### src/mfau_pkg.sv
// ----------------------------------------------------------------------------
// mfau_pkg
// Shared types and constants for the motor feedback angle unwrap block.
// ----------------------------------------------------------------------------
package mfau_pkg;

  // Table geometry: two buses with a fixed number of slots each.
  localparam int SLOTS_PER_BUS = 8;
  localparam int TABLE_SIZE    = 2 * SLOTS_PER_BUS;
  localparam int IDX_W         = $clog2(TABLE_SIZE);

  // Encoder range and the half range used for unwrapping.
  localparam int ENCODER_COUNTS = 8192;
  localparam int STEP_W         = 18;
  localparam logic signed [STEP_W-1:0] HALF_RANGE  = STEP_W'(ENCODER_COUNTS / 2);
  localparam logic signed [STEP_W-1:0] FULL_RANGE  = STEP_W'(ENCODER_COUNTS);

  // Identifiers of interest.
  localparam logic [10:0] BASE_ID   = 11'h201;
  localparam logic [10:0] BACKUP_ID = 11'h203;

  // A classified frame, as queued between the front and the back.
  typedef struct packed {
    logic              id_ok;
    logic              bus;
    logic [2:0]        slot;
    logic [IDX_W-1:0]  idx;
    logic              backup;
    logic [15:0]       angle;
    logic [15:0]       speed;
    logic [15:0]       current;
    logic [7:0]        temperature;
  } frame_t;

  // Queue status seen by the front and the back.
  typedef struct packed {
    logic valid;
    logic full;
  } q_stat_t;

  // Table row for a bus and slot.
  function automatic logic [IDX_W-1:0] slot_index(input logic bus, input logic [2:0] slot);
    slot_index = IDX_W'(bus) * IDX_W'(SLOTS_PER_BUS) + IDX_W'(slot);
  endfunction

endpackage

### src/mfau_front.sv
// ----------------------------------------------------------------------------
// mfau_front
// Accepts frames, unpacks the payload and classifies the identifier.
// ----------------------------------------------------------------------------
module mfau_front (
  input  logic               s_tvalid,
  output logic               s_tready,
  input  logic [71:0]        s_tdata,   // std_id, byte0, byte1, ..., byte6, zero pad
  input  logic               s_tuser,   // bus
  input  mfau_pkg::q_stat_t  q_stat,
  output logic               push,
  output mfau_pkg::frame_t   push_frame
);

  logic [10:0] std_id;
  logic [7:0]  b0, b1, b2, b3, b4, b5, b6;
  logic        in_range;
  logic [10:0] slot_full;

  assign std_id = s_tdata[10:0];
  assign b0     = s_tdata[18:11];
  assign b1     = s_tdata[26:19];
  assign b2     = s_tdata[34:27];
  assign b3     = s_tdata[42:35];
  assign b4     = s_tdata[50:43];
  assign b5     = s_tdata[58:51];
  assign b6     = s_tdata[66:59];

  // An item goes straight into the queue while it has room.
  assign s_tready = !q_stat.full;
  assign push     = s_tvalid && s_tready;

  // Identifier check and slot decode.
  assign in_range  = (std_id >= mfau_pkg::BASE_ID) &&
                     (std_id < mfau_pkg::BASE_ID + 11'(mfau_pkg::SLOTS_PER_BUS));
  assign slot_full = std_id - mfau_pkg::BASE_ID;

  always_comb begin
    push_frame.id_ok       = in_range;
    push_frame.bus         = s_tuser;
    push_frame.slot        = in_range ? slot_full[2:0] : 3'd0;
    push_frame.idx         = mfau_pkg::slot_index(s_tuser, slot_full[2:0]);
    push_frame.backup      = in_range && s_tuser && (std_id == mfau_pkg::BACKUP_ID);
    push_frame.angle       = {b0, b1};
    push_frame.speed       = {b2, b3};
    push_frame.current     = {b4, b5};
    push_frame.temperature = b6;
  end

endmodule

### src/mfau_queue.sv
// ----------------------------------------------------------------------------
// mfau_queue
// Two-entry queue of classified frames between the front and the back.
// ----------------------------------------------------------------------------
module mfau_queue (
  input  logic               clk,
  input  logic               rst,
  input  logic               push,
  input  mfau_pkg::frame_t   push_frame,
  input  logic               pop,
  output mfau_pkg::frame_t   head,
  output mfau_pkg::q_stat_t  q_stat
);

  mfau_pkg::frame_t entries [2];
  logic       wr_ptr;
  logic       rd_ptr;
  logic [1:0] count;

  assign head         = entries[rd_ptr];
  assign q_stat.valid = (count != 2'd0);
  assign q_stat.full  = (count == 2'd2);

  // Entry storage.
  always_ff @(posedge clk) begin
    if (push) begin
      entries[wr_ptr] <= push_frame;
    end
  end

  // Pointers and fill count.
  always_ff @(posedge clk) begin
    if (rst) begin
      wr_ptr <= 1'b0;
      rd_ptr <= 1'b0;
      count  <= 2'd0;
    end else begin
      if (push) begin
        wr_ptr <= !wr_ptr;
      end
      if (pop) begin
        rd_ptr <= !rd_ptr;
      end
      case ({push, pop})
        2'b10:   count <= count + 2'd1;
        2'b01:   count <= count - 2'd1;
        default: count <= count;
      endcase
    end
  end

endmodule

### src/mfau_back.sv
// ----------------------------------------------------------------------------
// mfau_back
// Per-slot angle table, unwrap and multi-turn sum, with the output register.
// ----------------------------------------------------------------------------
module mfau_back (
  input  logic               clk,
  input  logic               rst,
  input  mfau_pkg::frame_t   head,
  input  mfau_pkg::q_stat_t  q_stat,
  output logic               pop,
  output logic               m_tvalid,
  input  logic               m_tready,
  output logic [111:0]       m_tdata,   // motor_index, angle, speed, current,
                                        // temperature, previous_angle, turn_sum, zero pad
  output logic [2:0]         m_tuser    // id_ok, bus_out, backup_update
);

  localparam int SW = mfau_pkg::STEP_W;

  // Slot table; a row that is not seen reads as the frame's own angle, sum zero.
  logic [15:0] last_angle [mfau_pkg::TABLE_SIZE];
  logic [31:0] angle_sum  [mfau_pkg::TABLE_SIZE];
  logic [mfau_pkg::TABLE_SIZE-1:0] seen;

  logic            row_seen;
  logic [15:0]     prev;
  logic [31:0]     old_sum;
  logic signed [SW-1:0] step_raw;
  logic signed [SW-1:0] step;
  logic [31:0]     new_sum;
  logic            upd;

  // Take the head whenever the output register is free or being emptied.
  assign pop = q_stat.valid && (!m_tvalid || m_tready);
  assign upd = pop && head.id_ok;

  // Read the row and unwrap the step.
  always_comb begin
    row_seen = seen[head.idx];
    prev     = row_seen ? last_angle[head.idx] : head.angle;
    old_sum  = row_seen ? angle_sum[head.idx] : 32'd0;
    step_raw = $signed({2'b00, head.angle}) - $signed({2'b00, prev});
    if (step_raw < -mfau_pkg::HALF_RANGE) begin
      step = step_raw + mfau_pkg::FULL_RANGE;
    end else if (step_raw > mfau_pkg::HALF_RANGE) begin
      step = step_raw - mfau_pkg::FULL_RANGE;
    end else begin
      step = step_raw;
    end
    new_sum = old_sum + {{(32-SW){step[SW-1]}}, step};
  end

  // Table write-back.
  always_ff @(posedge clk) begin
    if (upd) begin
      last_angle[head.idx] <= head.angle;
      angle_sum[head.idx]  <= new_sum;
    end
  end

  always_ff @(posedge clk) begin
    if (rst) begin
      seen <= '0;
    end else if (upd) begin
      seen[head.idx] <= 1'b1;
    end
  end

  // Output register.
  always_ff @(posedge clk) begin
    if (rst) begin
      m_tvalid <= 1'b0;
    end else if (pop) begin
      m_tvalid <= 1'b1;
    end else if (m_tready) begin
      m_tvalid <= 1'b0;
    end
  end

  always_ff @(posedge clk) begin
    if (pop) begin
      m_tdata <= {5'd0,
                  head.id_ok ? new_sum : 32'd0,
                  head.id_ok ? prev : 16'd0,
                  head.temperature,
                  head.current,
                  head.speed,
                  head.angle,
                  head.slot};
      m_tuser <= {head.backup, head.bus, head.id_ok};
    end
  end

endmodule

### src/motor_feedback_angle_unwrap.sv
// ----------------------------------------------------------------------------
// motor_feedback_angle_unwrap
// Multi-turn angle tracking from motor feedback frames on two buses.
// ----------------------------------------------------------------------------
// Each input item is one feedback frame and yields exactly one output item.
// The block accepts one item per clock cycle while the queue has room. An
// item's result passes through a queue entry and then the output register.
// The limit is the single table read-modify-write in the back end, which
// handles one frame per cycle while the output register is free or being
// emptied, so successive frames for the same slot see each other's update.
// A two-entry queue lets input and output stall independently. After reset
// every slot is unseen: its first frame adds zero to a sum of zero.
module motor_feedback_angle_unwrap (
  input  logic          clk,
  input  logic          rst,
  input  logic          s_tvalid,
  output logic          s_tready,
  input  logic [71:0]   s_tdata,   // std_id, byte0, byte1, ..., byte6, zero pad
  input  logic          s_tuser,   // bus
  output logic          m_tvalid,
  input  logic          m_tready,
  output logic [111:0]  m_tdata,   // motor_index, angle, speed, current,
                                   // temperature, previous_angle, turn_sum, zero pad
  output logic [2:0]    m_tuser    // id_ok, bus_out, backup_update
);

  logic               push;
  logic               pop;
  mfau_pkg::frame_t   push_frame;
  mfau_pkg::frame_t   head;
  mfau_pkg::q_stat_t  q_stat;

  mfau_front u_front (
    .s_tvalid   (s_tvalid),
    .s_tready   (s_tready),
    .s_tdata    (s_tdata),
    .s_tuser    (s_tuser),
    .q_stat     (q_stat),
    .push       (push),
    .push_frame (push_frame)
  );

  mfau_queue u_queue (
    .clk        (clk),
    .rst        (rst),
    .push       (push),
    .push_frame (push_frame),
    .pop        (pop),
    .head       (head),
    .q_stat     (q_stat)
  );

  mfau_back u_back (
    .clk      (clk),
    .rst      (rst),
    .head     (head),
    .q_stat   (q_stat),
    .pop      (pop),
    .m_tvalid (m_tvalid),
    .m_tready (m_tready),
    .m_tdata  (m_tdata),
    .m_tuser  (m_tuser)
  );

  // A rejected identifier leaves no slot, sum or backup flag in the item.
  assert property (@(posedge clk) disable iff (rst)
    m_tvalid && !m_tuser[0] |-> (m_tdata[106:75] == 32'd0) && !m_tuser[2]
                                && (m_tdata[2:0] == 3'd0))
    else $error("rejected item carries slot state");

  // The backup flag only appears on accepted bus 1 items.
  assert property (@(posedge clk) disable iff (rst)
    m_tvalid && m_tuser[2] |-> m_tuser[1] && m_tuser[0])
    else $error("backup flag on wrong bus or rejected item");

  // The back end never takes an item from an empty queue.
  assert property (@(posedge clk) disable iff (rst)
    pop |-> q_stat.valid)
    else $error("pop from empty queue");

  // No output item right after reset.
  assert property (@(posedge clk)
    !rst && $past(rst) |-> !m_tvalid)
    else $error("output valid after reset");

endmodule

### config.mk
export PLATFORM = sky130hd
export DESIGN_NAME = motor_feedback_angle_unwrap
export DESIGN_NICKNAME = d
export VERILOG_FILES = /design/src/mfau_pkg.sv /design/src/mfau_front.sv /design/src/mfau_queue.sv /design/src/mfau_back.sv /design/src/motor_feedback_angle_unwrap.sv
export SDC_FILE = /design/constraint.sdc
export NUM_CORES = 1
export LEC_CHECK = 0
export BUFFER_PORTS_ARGS = -buffer_cell sky130_fd_sc_hd__buf_2
export CAP_MARGIN = 20
export CORE_MARGIN = 3
export CORE_UTILIZATION = 44
export DETAILED_ROUTE_END_ITERATION = 7
export PLACE_DENSITY = 0.7
export SETUP_SLACK_MARGIN = 0.15
export SLEW_MARGIN = 20
export SYNTH_ARGS = -nofsm -noshare
export SYNTH_HDL_FRONTEND = slang
export SYNTH_SLANG_ARGS = --single-unit
export TNS_END_PERCENT = 10
### constraint.sdc
create_clock -name clk -period 25.7 [get_ports clk]
set_input_delay 2.57 -clock clk [delete_from_list [all_inputs] [get_ports clk]]
set_output_delay 2.57 -clock clk [all_outputs]
set_load 0.05 [all_outputs]
==> run_results.csv, run 1 <==
group,metric,value,unit
synth,synth.avg_cell_area,19.6,µm²
floorplan,die_y,311,µm
global_routing,grt_max_degree,66,
worst_setup_path,reg2reg_to,"u_back.m_tdata[106]$_SDFFCE_PN0P_",
worst_hold_path,whs_endpoint,"u_back.seen[8]$_SDFFE_PP0P_",
timing,hold_slack,0.472,ns
cells_and_area,final_layout_size_suffix_gt1_share,28.9,%
worst_setup_path,crit_slowest_cell,"buf_4",
clock_tree,post_cts_resized,0,
drt,wl_per_cell,25.4,µm
worst_setup_path,path_class,"reg -> reg",
global_routing,grt_pass1_vias,22200,
timing,rsz0062_at_grt,"no",
clock_tree,root_buffer,"clkbuf_16",
timing,min_period_over_period,42.3,%
drt,drt_wl_total,92.7,mm
worst_setup_path,critPathRequiredTime,26.19,ns
floorplan,start_util,44.5,%
floorplan,rows,111,
synth,yosys_warnings,0,
synth,yosysSeqAreaShare,75.2,%
drt,ant_nets,0,
placed_design,place_area,43500,µm²
clock_tree,htreeDepth,3,
cells_and_area,final_cell_mix,"edfxtp_1 (1008), mux4_2 (188), buf_2 (183)",
timing,slew_viol_final,0,
floorplan,io_pins,194,
timing,hold_viol,0,
clock_tree,cts_hold_buffers,0,
global_routing,grt-ovfl-total,0,
worst_hold_path,hold_class,"reg -> reg",
global_routing,antenna_found_initial,2,
placed_design,portBuffers,183,
cells_and_area,n_fill_cell,7201,
timing,worst_slew_pin_slew,1.16,ns
global_routing,groute.usage.overall,19.1,%
synth,synthArstFlopShare,0,%
worst_hold_path,holdPathStages,2,
placed_design,gp_congestion,0.828,
cells_and_area,final_area,47000,µm²
synth,synth_flop_cell,"edfxtp_1",
synth,synth-seq-cells,1030,
clock_tree,worstSkewPairLatency,0.67,ns
cells_and_area,post-route-util,51.1,%
clock_tree,post_cts_buffers,0,
cells_and_area,final_nets,2443,
status,status,"finished, final reports clean",
drt,drc,0,
synth,netlist_area,40900,µm²
global_routing,grt_pass1_wl,139,mm
cells_and_area,mostFrequentLayoutCell,"edfxtp_1",
clock_tree,clk_pin_slew,0.06,ns
worst_setup_path,r2r_cells,31,
synth,synth.distinct_cells,85,
clock_tree,cts_made_buffers,104,
clock_tree,cts_tree,"built",
worst_setup_path,start_kind,"flip-flop",
drt,dr.pass1.iters,6,
clock_tree,clockBufferDepth,3,
synth,netlist_instances,2082,
worst_setup_path,crit_path_end_kind,"flip-flop",
worst_setup_path,cp.arrival,11.36,ns
cells_and_area,n_antenna_cell,0,
floorplan,coreArea,91800,µm²
timing,max_slew_margin,22.2,%
timing,period_minus_slack,10.87,ns
timing,clock_skew,0.0255,ns
worst_setup_path,cpMostUsedCell,"a21o_1",
timing,setup_tns,0,ns
worst_hold_path,hp-start,"u_back.seen[8]$_SDFFE_PP0P_",
floorplan,die_area,96600,µm²
worst_setup_path,cp_max_fo,65,
worst_setup_path,cp_slowest_stage_delay,0.86,ns
drt,routed_via_density,5.80,
timing,max_freq,0.0920,GHz
synth,synth_edf_count,1008,
floorplan,die_w,311,µm
clock_tree,cts.sinks,1030,
flow_run,cap_violations,0,
cells_and_area,syn2layout_area_growth,14.9,%
drt,vias,21100,
drt,drt_iter0_markers,1872,
worst_setup_path,reg2reg_slack,14.83,ns
timing,setup_viol,0,
placed_design,hpwl,51.4,mm
synth_stat cells, types with 7 or more instances:
master	number	area [µm²]
a21o_1	56	420
a21oi_1	41	205
a22oi_1	22	165
a31oi_1	14	87.6
a41oi_1	9	78.8
and2_1	31	194
buf_1	26	97.6
buf_2	7	35.0
clkbuf_1	58	218
dfxtp_1	22	440
edfxtp_1	1008	30300
ha_1	49	613
inv_1	31	116
mux2_2	58	653
mux4_2	188	4230
nand2_1	16	60.1
nand2b_1	7	43.8
nand3_1	26	130
nor2_1	93	349
nor2b_1	8	50.1
nor3_1	34	170
o21ai_0	21	105
o21bai_1	9	67.6
o22ai_1	76	475
or3_1	12	75.1
xnor2_1	28	245
xor2_1	21	184
final cells by class:
class / count / area [µm²] / area share [%]
clock buffers: 127 / 2720 / 5.79
clock inverters: 65 / 621 / 1.32
multi-input cells: 925 / 9990 / 21.3
repair buffers: 223 / 1240 / 2.63
inverters: 31 / 116 / 0.248
well taps: 1243 / 1560 / 3.31
flip-flops and latches: 1030 / 30700 / 65.4
state kept, by name, indices dropped and copies added (netlist names), named ones only:
signal	count
u_queue.wr_ptr	1
u_back.m_tuser	3
u_queue.entries	130
u_back.angle_sum	512
u_back.m_tdata	107
u_back.m_tvalid	1
u_queue.count	2
u_queue.rd_ptr	1
u_back.seen	16
u_back.last_angle	256
stage by stage:
step                cells  setup WS (ns)
detailed placement   3452          14.82
finish               3644          14.83
CTS                  3644          14.76
floorplan            2086          16.75
global placement     3451          15.00
global route         3644          14.16
routing by layer:
layer | track usage [%] | part of all wire [%]
met1 | 25.4 | 40
met2 | 31.3 | 49
met3 | 4.58 | 8.5
met4 | 5.88 | 2.9
met5 | 0 | 0.023
worst max path at each step:
| stage | slack (ns) | endpoint | cells after the start |
|---|---|---|---|
| after CTS | 14.76 | u_back.m_tdata[106]$_SDFFCE_PN0P_ | 31 |
| final | 14.83 | u_back.m_tdata[106]$_SDFFCE_PN0P_ | 31 |
| after detailed placement | 14.82 | u_back.m_tdata[106]$_SDFFCE_PN0P_ | 33 |
| after floorplan | 16.75 | u_back.m_tdata[106]$_SDFFCE_PN0P_ | 37 |
| after global placement | 15.00 | u_back.m_tdata[106]$_SDFFCE_PN0P_ | 31 |
| after global routing | 14.16 | u_back.m_tdata[106]$_SDFFCE_PN0P_ | 33 |
worst max-delay path, delay by kind of cell, from the launching register on:
kind	cells	cell delay [ns]
AOI/OAI and AO/OA	20	4.66
xor gates and xnor gates	2	0.78
adders and majority gates	2	0.70
buffers and inverters	3	1.82
DFF	1	0.77
muxes	2	1.39
and+or+nand+nor	2	0.41
cells by family (layout without fill, tap and decap cells):
family / count (synthesis) / after routing / share of synthesized area [%]
flip-flops: 1030 / 1030 / 75.2
AO/OA/AOI/OAI: 308 / 308 / 5.32
AND/OR/NAND/NOR: 255 / 255 / 3.21
multiplexers: 253 / 253 / 12.2
buffers and inverters: 131 / 446 / 1.36
adder cells (fa/ha/maj): 52 / 52 / 1.63
XOR/XNOR: 52 / 52 / 1.17
other: 1 / 5 / 0.00918
Power of run 1 is not shown: default switching activity piles up to over one toggle a cycle in this logic, so the estimate is an artifact.
==> run 2, diff against run 1 <==
--- a/config.mk
+++ b/config.mk
@@ -10,7 +10,7 @@
 export CORE_MARGIN = 3
 export CORE_UTILIZATION = 44
 export DETAILED_ROUTE_END_ITERATION = 7
-export PLACE_DENSITY = 0.7
+export PLACE_DENSITY = 0.73
 export SETUP_SLACK_MARGIN = 0.15
 export SLEW_MARGIN = 20
 export SYNTH_ARGS = -nofsm -noshare
==> constraint.sdc (replaced) <==
create_clock -name clk -period 8.86 [get_ports clk]
set_input_delay 0.886 -clock clk [delete_from_list [all_inputs] [get_ports clk]]
set_output_delay 0.886 -clock clk [all_outputs]
set_load 0.05 [all_outputs]
==> run 2 against run 1 <==
Via count increased by 2.3%. Die area unchanged. Register-to-register slack got worse by 14 ns. Non-clock buffer count increased by 43. Critical path type unchanged. Hold slack got worse by 0.047 ns. Fmax increased by 29%. Sequential cell count unchanged. Clock-buffer cell count decreased by 18. Final cell count increased by 0.82%. Critical path depth increased by 4. Sequential share of layout area decreased by 0.68 points.
==> run_results.csv, run 2 (synthesized netlist as in run 1, its figures left out) <==
group,metric,value,unit
status,status,"finished, final reports clean",
clock_tree,root_buffer,"clkbuf_16",
flow_run,cap_violations,0,
cells_and_area,final_nets,2479,
timing,period_minus_slack,8.44,ns
global_routing,grt-ovfl-total,0,
cells_and_area,post-route-util,51.7,%
clock_tree,clockBufferDepth,3,
timing,setup_tns,0,ns
worst_hold_path,hold_class,"in -> reg",
floorplan,die_w,311,µm
worst_setup_path,r2r-start,"u_queue.entries[1][58]$_DFFE_PP_",
clock_tree,cts_made_buffers,97,
drt,dr.pass1.iters,5,
drt,ant_nets,0,
worst_setup_path,critPathRequiredTime,9.26,ns
timing,setup_viol,0,
drt,drc,0,
timing,hold_viol,0,
placed_design,gp_congestion,0.843,
timing,max_slew_margin,27.7,%
worst_hold_path,hp-start,"s_tdata[64]",
worst_setup_path,reg2reg_slack,0.42,ns
clock_tree,cts.sinks,1030,
floorplan,coreArea,91800,µm²
global_routing,groute.usage.overall,19.4,%
cells_and_area,regMostFlops,"u_back.angle_sum",
clock_tree,cts_tree,"built",
drt,routed_via_density,5.89,
floorplan,io_pins,194,
global_routing,antenna_found_initial,6,
worst_setup_path,crit_start,"u_queue.entries[1][58]$_DFFE_PP_",
floorplan,rows,111,
timing,slew_viol_final,0,
timing,clock_skew,0.0256,ns
timing,min_period_over_period,95.3,%
drt,wl_per_cell,25.8,µm
clock_tree,cts_hold_buffers,0,
worst_setup_path,cpMostUsedCell,"a21o_1",
floorplan,die_y,311,µm
timing,worst_slew_pin_slew,1.08,ns
global_routing,grt_pass1_wl,142,mm
worst_setup_path,cp_slowest_stage_delay,0.53,ns
timing,max_freq,0.118,GHz
clock_tree,clk_pin_slew,0.06,ns
cells_and_area,reg.largest.list,"u_back.angle_sum x512, u_back.last_angle x256, u_queue.entries x130",
cells_and_area,final_cell_mix,"edfxtp_1 (1008), mux4_2 (188), buf_2 (183)",
cells_and_area,mostFrequentLayoutCell,"edfxtp_1",
placed_design,hpwl,53.8,mm
drt,drt_iter0_markers,2191,
timing,hold_slack,0.425,ns
worst_setup_path,crit_path_end_kind,"flip-flop",
worst_setup_path,path_class,"reg -> reg",
clock_tree,htreeDepth,3,
global_routing,grt_pass1_vias,22200,
global_routing,grt_max_degree,107,
placed_design,portBuffers,183,
cells_and_area,largest_reg_flops,512,
worst_setup_path,cp.arrival,8.85,ns
timing,rsz0062_at_grt,"no",
drt,vias,21600,
drt,drt_wl_total,94.9,mm
floorplan,die_area,96600,µm²
worst_setup_path,start_kind,"flip-flop",
cells_and_area,final_layout_size_suffix_gt1_share,31.3,%
floorplan,start_util,44.5,%
cells_and_area,syn2layout_area_growth,16.1,%
worst_setup_path,crit_slowest_cell,"edfxtp_1",
clock_tree,worstSkewPairLatency,0.66,ns
worst_setup_path,cp_max_fo,17,
run 2: changes by cell type in the layout (fill, tap and decap cells not counted), sizes merged:
cell / before / now
buf: 223 / 266
clkbuf: 127 / 109
clkinv: 47 / 36
clkinvlp: 3 / 12
bufinv: 10 / 16
diode: 0 / 3
inv: 36 / 34
run 2: path summary, 6_finish.rpt:
path                                                          end  depth (start not counted)
worst min register to register        u_back.seen[7]$_SDFFE_PP0P_                          2
worst max-delay path            u_back.m_tdata[106]$_SDFFCE_PN0P_                         35
worst min-delay path              u_queue.entries[0][5]$_DFFE_PP_                          1
worst max register to register  u_back.m_tdata[106]$_SDFFCE_PN0P_                         35
run 2: stage by stage:
stage | cells | cell area (µm²) | worst slack [ns]
4_1_cts | 3658 | 47000 | 0.125
6_report | 3674 | 47400 | 0.418
5_1_grt | 3671 | 47400 | 0.0970
3_5_place_dp | 3482 | 43700 | 0.0540
2_1_floorplan | 2086 | 40900 | 0.158
3_3_place_gp | 3482 | 43700 | 0.234
run 2: metal layers:
metal  share of wire, %  GRT usage, %  vias to the layer above
li1                   -             -                     9102
met1                 40          26.6                    11200
met2                 48          30.6                     1066
met3                8.8          4.67                      220
met4                3.3          6.83                        2
met5              0.012             0                        -
run 2: area by class of cell:
class,count,area (µm²)
clock inverters,67,748
flip-flops and latches,1030,30700
well taps,1243,1560
fillers,7039,44400
repair buffers,266,1580
clock buffers,109,2560
multi-input cells,925,10200
diodes,3,7.51
inverters,31,116
run 2: worst max-delay path, delay by kind of cell, from the launching register on:
family | cells | cell delay (ns)
adder cells (fa/ha/maj) | 3 | 0.79
XOR/XNOR | 2 | 0.27
buffers and inverters | 2 | 0.20
multiplexers | 2 | 0.87
AND/OR/NAND/NOR | 5 | 1.23
AO/OA/AOI/OAI | 21 | 4.28
flip-flops | 1 | 0.53
run 2: repair_timing:
item | CTS | global route
resized for setup | 1 | 38
setup endpoints to repair | 33 | 120
setup buffers | 0 | 13
pin swaps | 0 | 7
Power of run 2 is left out for the same reason.
